File: config.mk
export PLATFORM = sky130hd
export DESIGN_NAME = bsd_ctrl
export DESIGN_NICKNAME = d
export VERILOG_FILES = /design/src/hw/rtl/bitmap_sort_dedup_core_defines.svh /design/src/hw/rtl/bsd_pkg.sv /design/src/hw/rtl/bsd_ctrl.sv
export SDC_FILE = /design/constraint.sdc
export NUM_CORES = 1
export LEC_CHECK = 0
export BUFFER_PORTS_ARGS = -buffer_cell sky130_fd_sc_hd__buf_2
export CAP_MARGIN = 20
export CORE_MARGIN = 5
export CORE_UTILIZATION = 47
export DETAILED_ROUTE_END_ITERATION = 10
export HOLD_SLACK_MARGIN = 0.03
export PLACE_DENSITY = 0.78
export SLEW_MARGIN = 20
export SYNTH_ARGS = -nofsm -noshare
export SYNTH_HDL_FRONTEND = slang
export SYNTH_SLANG_ARGS = --single-unit
export TNS_END_PERCENT = 1
File: constraint.sdc
create_clock -name clk -period 1.8 [get_ports clk]
set_input_delay 0.36 -clock clk [delete_from_list [all_inputs] [get_ports clk]]
set_output_delay 0.36 -clock clk [all_outputs]
set_load 0.005 [all_outputs]
File: src/hw/rtl/bitmap_sort_dedup_core_defines.svh
// Assertion macros for the bitmap sort core.
// Included by the top level; has no other dependencies.
`ifndef BITMAP_SORT_DEDUP_CORE_DEFINES_SVH
`define BITMAP_SORT_DEDUP_CORE_DEFINES_SVH

`ifndef SYNTHESIS
`define BSD_ASSERT_HOLDS(label, clk, rst, cond) \
  label: assert property (@(posedge clk) disable iff (rst) (cond)) \
    else $error("bsd: invariant violated");
`define BSD_ASSERT_IMPLIES(label, clk, rst, ante, cons) \
  label: assert property (@(posedge clk) disable iff (rst) (ante) |-> (cons)) \
    else $error("bsd: implication violated");
`define BSD_ASSERT_NEXT(label, clk, rst, ante, cons) \
  label: assert property (@(posedge clk) disable iff (rst) (ante) |=> (cons)) \
    else $error("bsd: next-cycle check violated");
`else
`define BSD_ASSERT_HOLDS(label, clk, rst, cond)
`define BSD_ASSERT_IMPLIES(label, clk, rst, ante, cons)
`define BSD_ASSERT_NEXT(label, clk, rst, ante, cons)
`endif

`endif

File: src/hw/rtl/bsd_pkg.sv
// Shared constants, codes and controller/datapath interface types.
// No dependencies.
`timescale 1ns / 1ps

package bsd_pkg;

  localparam int UNIVERSE   = 65536;
  localparam int WORD_BITS  = 64;
  localparam int WORD_COUNT = (UNIVERSE + WORD_BITS - 1) / WORD_BITS;
  localparam int ADDR_W     = $clog2(WORD_COUNT);
  localparam int BIT_W      = $clog2(WORD_BITS);
  localparam int VAL_W      = $clog2(UNIVERSE);
  localparam int SCAN_W     = VAL_W + 1;
  localparam int VALUE_W    = 32;
  localparam int OUT_W      = 16;

  localparam logic [1:0] ACT_INSERT = 2'd0;
  localparam logic [1:0] ACT_NEXT   = 2'd1;
  localparam logic [1:0] ACT_CLEAR  = 2'd2;

  localparam logic [2:0] ST_NEW     = 3'd0;
  localparam logic [2:0] ST_DUP     = 3'd1;
  localparam logic [2:0] ST_IGNORED = 3'd2;
  localparam logic [2:0] ST_EMITTED = 3'd3;
  localparam logic [2:0] ST_DONE    = 3'd4;
  localparam logic [2:0] ST_CLEARED = 3'd5;

  typedef enum logic [2:0] {
    RES_INSERT,
    RES_FOUND,
    RES_DONE,
    RES_CLEARED,
    RES_IGNORED
  } res_kind_t;

  typedef struct packed {
    logic      rd_item;
    logic      rd_scan_start;
    logic      rd_scan_step;
    logic      wr_insert;
    logic      clr_start;
    logic      clr_write;
    logic      scan_reset;
    logic      scan_load;
    logic      load_result;
    res_kind_t kind;
  } cmd_t;

  typedef struct packed {
    logic in_range;
    logic scan_done;
    logic hit;
    logic last_word;
    logic clr_last;
  } stat_t;

endpackage

File: src/hw/rtl/bsd_ctrl.sv
// Controller: sequences insert, scan and clear operations and owns the result valid.
// Depends on bsd_pkg.
`timescale 1ns / 1ps

module bsd_ctrl (
  input  logic           clk,
  input  logic           rst,
  input  logic           item_valid,
  output logic           item_stall,
  input  logic [1:0]     action,
  output logic           result_valid,
  input  logic           result_stall,
  input  bsd_pkg::stat_t stat,
  output bsd_pkg::cmd_t  cmd
);

  typedef enum logic [2:0] {
    S_CLEAR,
    S_IDLE,
    S_INSERT,
    S_SCAN,
    S_RESPOND
  } state_t;

  state_t             state;
  state_t             state_next;
  bsd_pkg::res_kind_t kind;
  bsd_pkg::res_kind_t kind_next;
  logic               clr_pending;
  logic               clr_pending_next;
  logic               out_free;

  assign out_free   = !result_valid || !result_stall;
  assign item_stall = (state != S_IDLE);

  always_comb begin
    cmd              = '0;
    cmd.kind         = kind;
    state_next       = state;
    kind_next        = kind;
    clr_pending_next = clr_pending;
    unique case (state)
      S_CLEAR: begin
        cmd.clr_write = 1'b1;
        if (stat.clr_last) begin
          cmd.scan_reset = 1'b1;
          if (clr_pending) begin
            kind_next        = bsd_pkg::RES_CLEARED;
            clr_pending_next = 1'b0;
            state_next       = S_RESPOND;
          end else begin
            state_next = S_IDLE;
          end
        end
      end
      S_IDLE: begin
        if (item_valid) begin
          unique case (action)
            bsd_pkg::ACT_INSERT: begin
              if (stat.in_range) begin
                cmd.rd_item = 1'b1;
                state_next  = S_INSERT;
              end else begin
                kind_next  = bsd_pkg::RES_IGNORED;
                state_next = S_RESPOND;
              end
            end
            bsd_pkg::ACT_NEXT: begin
              if (stat.scan_done) begin
                kind_next  = bsd_pkg::RES_DONE;
                state_next = S_RESPOND;
              end else begin
                cmd.rd_scan_start = 1'b1;
                state_next        = S_SCAN;
              end
            end
            bsd_pkg::ACT_CLEAR: begin
              cmd.clr_start    = 1'b1;
              clr_pending_next = 1'b1;
              state_next       = S_CLEAR;
            end
            default: begin
              kind_next  = bsd_pkg::RES_IGNORED;
              state_next = S_RESPOND;
            end
          endcase
        end
      end
      S_INSERT: begin
        cmd.kind = bsd_pkg::RES_INSERT;
        if (out_free) begin
          cmd.wr_insert   = 1'b1;
          cmd.load_result = 1'b1;
          state_next      = S_IDLE;
        end
      end
      S_SCAN: begin
        cmd.kind = bsd_pkg::RES_FOUND;
        if (stat.hit) begin
          if (out_free) begin
            cmd.load_result = 1'b1;
            cmd.scan_load   = 1'b1;
            state_next      = S_IDLE;
          end
        end else if (stat.last_word) begin
          kind_next  = bsd_pkg::RES_DONE;
          state_next = S_RESPOND;
        end else begin
          // advance to the next word
          cmd.rd_scan_step = 1'b1;
        end
      end
      S_RESPOND: begin
        if (out_free) begin
          cmd.load_result = 1'b1;
          state_next      = S_IDLE;
        end
      end
      default: state_next = S_IDLE;
    endcase
  end

  always_ff @(posedge clk) begin
    if (rst) begin
      state        <= S_CLEAR;
      kind         <= bsd_pkg::RES_IGNORED;
      clr_pending  <= 1'b0;
      result_valid <= 1'b0;
    end else begin
      state        <= state_next;
      kind         <= kind_next;
      clr_pending  <= clr_pending_next;
      result_valid <= cmd.load_result | (result_valid & result_stall);
    end
  end

endmodule

* Word-level counts from Yosys, hierarchy flattened *
Cells that the tools add are included.

word-level totals
  bits in registers = 8
  bits of input ports = 11

cells by class
  eq/ne operators = 17
  mux-type cells = 44
  bitwise operators = 2
  reductions and logical operators = 11

operators with widths
  cell                                                                      number
  3-bit two-way mux                                                         15
  3-bit case mux with 3 select lines                                        3
  1-bit two-way mux                                                         17
  2-bit inequality test (second input constant)                             6
  3-bit case mux with 4 select lines                                        1
  2-bit two-way mux                                                         5
  3-bit inequality test (second input constant)                             3
  9-bit AND reduction                                                       1
  3-bit by 2-bit == test with 1-bit output (second input constant)          2
  3-bit case mux with 2 select lines                                        1
  1-bit case mux with 2 select lines                                        2
  4-bit AND reduction                                                       1
  3-bit by 1-bit == test with 1-bit output (second input constant)          1
  3-bit == test (second input constant)                                     1
  3-bit zero test                                                           1
  3-bit by 1-bit inequality test with 1-bit output (second input constant)  1
  3-bit AND reduction                                                       1
  3-bit nonzero test                                                        1
  2-bit by 1-bit == test with 1-bit output (second input constant)          1
  2-bit == test (second input constant)                                     1
  1-bit zero test                                                           2
  2-bit zero test                                                           1
  2-bit by 1-bit inequality test with 1-bit output (second input constant)  1
  2-bit nonzero test                                                        1
  other kinds (4)                                                           4

* Longest topological paths before layout *
  depth in word-level cells = 6
  depth in mapped cells = 6
  gate-level depth less buffers = 6

* Worst setup path after synthesis *
OpenSTA, ideal clock, no wires.

  kind = flip-flop to output port
  start point = register state[1]
  end point = output cmd[11] (netlist bit)
  arrival time = 985 ps
  required time = 1440 ps
  setup slack = 455 ps
  cell stages (with the launch flop) = 6
  buffers on the path = 0
  cells stage by stage = dfxtp_1 > nand2b_1 > nor2_1 > inv_1 > nor2_1 > and3_1

RTL lines
  element                   line             source
  start: declaration        bsd_ctrl.sv:25   state_t state;
  start signal: assignment  bsd_ctrl.sv:130  state <= state_next;
  end: declaration          bsd_ctrl.sv:14   output bsd_pkg::cmd_t cmd

==> reports/metrics.cfg <==
[drt]
drtPass1Iterations=4
detail_route.drc_violations=0
wirelength_um=1890
first_iter_violations=20
routed_len_inst_um=15.1
antenna_violating_nets_post_route=0
route.vias.total=741
via_count_normalized_by_instance_count=5.93

[critical_path]
r2r_end=kind[0]
crit-reg2reg-launch=state[0]
r2r_setup_slack_ns=0.17
r2r_cells=5
critical-path-max-stage-delay_ns=0.39
cp_max_fo=14
critPathCaptureType=output port
worstPathBufferInverterCount=1
arrival_ns=1.36
path_class=reg2out
cp_slowest_cell=sky130_fd_sc_hd__dfxtp_2
cp.required_ns=1.44
setup.worst_path.start_class=register
critical_path_cell_count=3
worst_path_dominant_cell_family=simple AND/OR/NAND/NOR gates
critical_path.cell_chain=nand3b_1 -> nor3_4 -> buf_2

[sta]
maxClockFrequency_mhz=581
hold_violations=0
period_minus_slack_ns=1.72
fin_setup_tns_ns=0
slew-limit-headroom_pct=76.6
setup_viol_count_final=0
clock-skew-final_ns=0.00185
max_slew.worst_pin.slew_ns=0.350
maxSlewViolCount=0
period_share_pct=95.6
grt_setup_unrepaired=yes

[placed_design]
placed_area_sq_um=792
hpwl_um=1420
placed_cells_incl_taps=121
gp_routability_congestion=0.836
place.port_buffers=24

[min_path]
path_class_of_the_lowest_slack_min_delay_path=in2reg
worstHoldStart=rst
min_delay_path_depth=2
worst_hold_path_endpoint=kind[0]

[cells_and_area]
insertedDiodeCount=0
post_route_cells_drive_above_1_share_pct=42.7
finalNonFillerCells=125
area_growth_pct=30.3
layout.cell_area.non_filler_sq_um=855
final_nets=123

[yosys]
post-synth-top-area-fraction_pct=24.4
synthesis.nets=94
synthDistinctLibCells=42
netlist_top_cells_area=sky130_fd_sc_hd__dfxtp_1 (24%), sky130_fd_sc_hd__nor2_1 (5.7%), sky130_fd_sc_hd__and2_1 (3.8%), sky130_fd_sc_hd__nor3_1 (3.8%), sky130_fd_sc_hd__a21oi_1 (3.1%)
synth.cell_area_sq_um=656
synth-async-reset-ratio_pct=0
synthCells=83
synth_flop_cell=sky130_fd_sc_hd__dfxtp_1
synth-compound-area-share_pct=29.2
ys_seq_elements=8
post_synth_xor_area_fraction_pct=0
adder_cell_share_of_the_synthesized_area_pct=0
synth_warnings=0
synth_seq_area_share_pct=24.4
netlist.top_cell.by_area=sky130_fd_sc_hd__dfxtp_1
synth_simple_gate_area_share_pct=37.0
synth-edff-count=0
post_synth_mux_area_share_pct=3.24
synthesis.area_per_instance_sq_um=7.90
combinational_family_with_the_most_area_after_synthesis=simple AND/OR/NAND/NOR gates

[clock_tree]
cts_htree_levels=1
post_cts_hold_buffer_count=0
tritoncts.num_buffers=3
cts_max_path_buffers=2
cts_sinks=8
clkLatencyLatePin_ns=0.26
clkSlewWorstSetupHoldPaths_ns=0.06
tritoncts=yes
ctsRootBufferMaster=sky130_fd_sc_hd__clkbuf_4

[power]
power_frac_comb_pct=53.7
power.density_mw_per_mm2=1070
power_leakage_nw=0.393
p_seq_share_pct=30.6
vdd_ir_drop_max_uv=512
net-switching-power_mw=0.371
internal_power_mw=0.542
clock_power_share_pct=15.7
swShare_pct=40.6
report.power.total_mw=0.914

[global_routing]
grt_overflow=0
grt_use_total_pct=18.6
number_of_global_route_vias_before_repair=682
antenna_found_initial=0
largest_net_degree_at_the_start_of_global_routing=15
grt_pass1_wl_um=2880

[floorplan]
effective_utilization_at_floorplan_pct=49.8
top_level_ports=25
core_area_sq_mm=0.00132
die_width_um=47.4
floorplan.die_area_sq_mm=0.00224
placement_rows=13
chipHeight_um=47.4

[job]
timing.max_cap.violations=0

[outcome]
run_status=complete, no violations

-- area by class of cell --
| type | count | area (sq um) |
|---|---|---|
| fill | 111 | 463 |
| inverter | 6 | 22.5 |
| multi-input combinational | 66 | 484 |
| clock buffer | 3 | 22.5 |
| sequential | 8 | 164 |
| timing repair buffer | 27 | 143 |
| tap | 15 | 18.8 |
-- how the worst max path moves through the flow --
stage,to,start
floorplan,cmd[11],state[1]
global placement,cmd[10],action[1]
detailed placement,cmd[10],action[1]
CTS,cmd[11],state[1]
global route,cmd[9],state[2]
finish,cmd[9],state[2]
-- stage by stage --
| step | util, % | setup WS, ns | hold slack (ns) |
|---|---|---|---|
| 6_report | 64.9 | 0.0796 | 0.365 |
| 5_1_grt | 64.9 | -0.00421 | 0.363 |
| 4_1_cts | 62.7 | 0.0310 | 0.359 |
| 3_5_place_dp | 60.1 | 0.196 | 0.453 |
| 3_3_place_gp | 60.1 | 0.204 | 0.438 |
| 2_1_floorplan | - | 0.455 | 0.418 |
-- synth_stat cells (2+ instances only) --
master	number
sky130_fd_sc_hd__inv_1	5
sky130_fd_sc_hd__or3_1	2
sky130_fd_sc_hd__nand2b_1	3
sky130_fd_sc_hd__buf_2	2
sky130_fd_sc_hd__nor3_1	5
sky130_fd_sc_hd__and3_1	2
sky130_fd_sc_hd__and2_1	4
sky130_fd_sc_hd__nor2_1	10
sky130_fd_sc_hd__o21ai_0	4
sky130_fd_sc_hd__nand2_1	2
sky130_fd_sc_hd__nor2b_1	3
sky130_fd_sc_hd__dfxtp_1	8
sky130_fd_sc_hd__a21oi_1	4
-- per-layer routing --
layer | global-route usage (%) | vias to the layer above | part of all wire (%)
met5 | 0 | - | 0
met4 | 9.94 | 0 | 3.3
met3 | 7.28 | 9 | 8.3
met2 | 32.1 | 36 | 50
met1 | 19.1 | 331 | 38
li1 | - | 365 | -
-- worst register-to-register path: stages, from the launching register on --
cell and delay, ns:
sky130_fd_sc_hd__dfxtp_2 0.36, sky130_fd_sc_hd__buf_4 0.18, sky130_fd_sc_hd__or3b_1 0.37, sky130_fd_sc_hd__a2bb2oi_2 0.18
sky130_fd_sc_hd__nand4b_1 0.20, sky130_fd_sc_hd__a211oi_2 0.27
-- kinds of logic (layout without fill, tap and decap cells) --
logic type,after synthesis,in the layout
AO/OA/AOI/OAI,23,23
buffers and inverters,9,36
flip-flops,8,8
multiplexers,2,2
AND/OR/NAND/NOR,41,41
-- registers in the layout, indices dropped and copies added, names as in the netlist --
| name | count |
|---|---|
| kind | 3 |
| clr_pending | 1 |
| state | 3 |
| result_valid | 1 |
-- power groups by stage --
stage               Combinational (mW)  Clock, mW  Sequential, mW
floorplan                        0.332          0           0.254
global placement                 0.443          0           0.272
detailed placement               0.449          0           0.274
CTS                              0.463      0.152           0.272
global route                     0.535      0.160           0.287
finish                           0.491      0.143           0.280
-- layout by cell type, fill, tap and decap left out, types with 3 or more instances in the layout --
cell type                  Yosys  routed
sky130_fd_sc_hd__inv_1         5       4
sky130_fd_sc_hd__clkbuf_4      0       3
sky130_fd_sc_hd__and2_1        4       4
sky130_fd_sc_hd__nor2b_1       3       3
sky130_fd_sc_hd__o21ai_0       4       4
sky130_fd_sc_hd__dfxtp_2       0       3
sky130_fd_sc_hd__buf_2         2      24
sky130_fd_sc_hd__buf_4         1       3
sky130_fd_sc_hd__nor3_1        5       4
sky130_fd_sc_hd__nor2_1       10       8
sky130_fd_sc_hd__a21oi_1       4       4
sky130_fd_sc_hd__dfxtp_1       8       5
-- timing repair --
action	CTS	global route
endpoints found under the setup margin	4	4
gates resized for setup	5	5
setup buffers	0	1
cloned	0	0
pin swaps	0	1
Power figures use the tool's default switching activity.
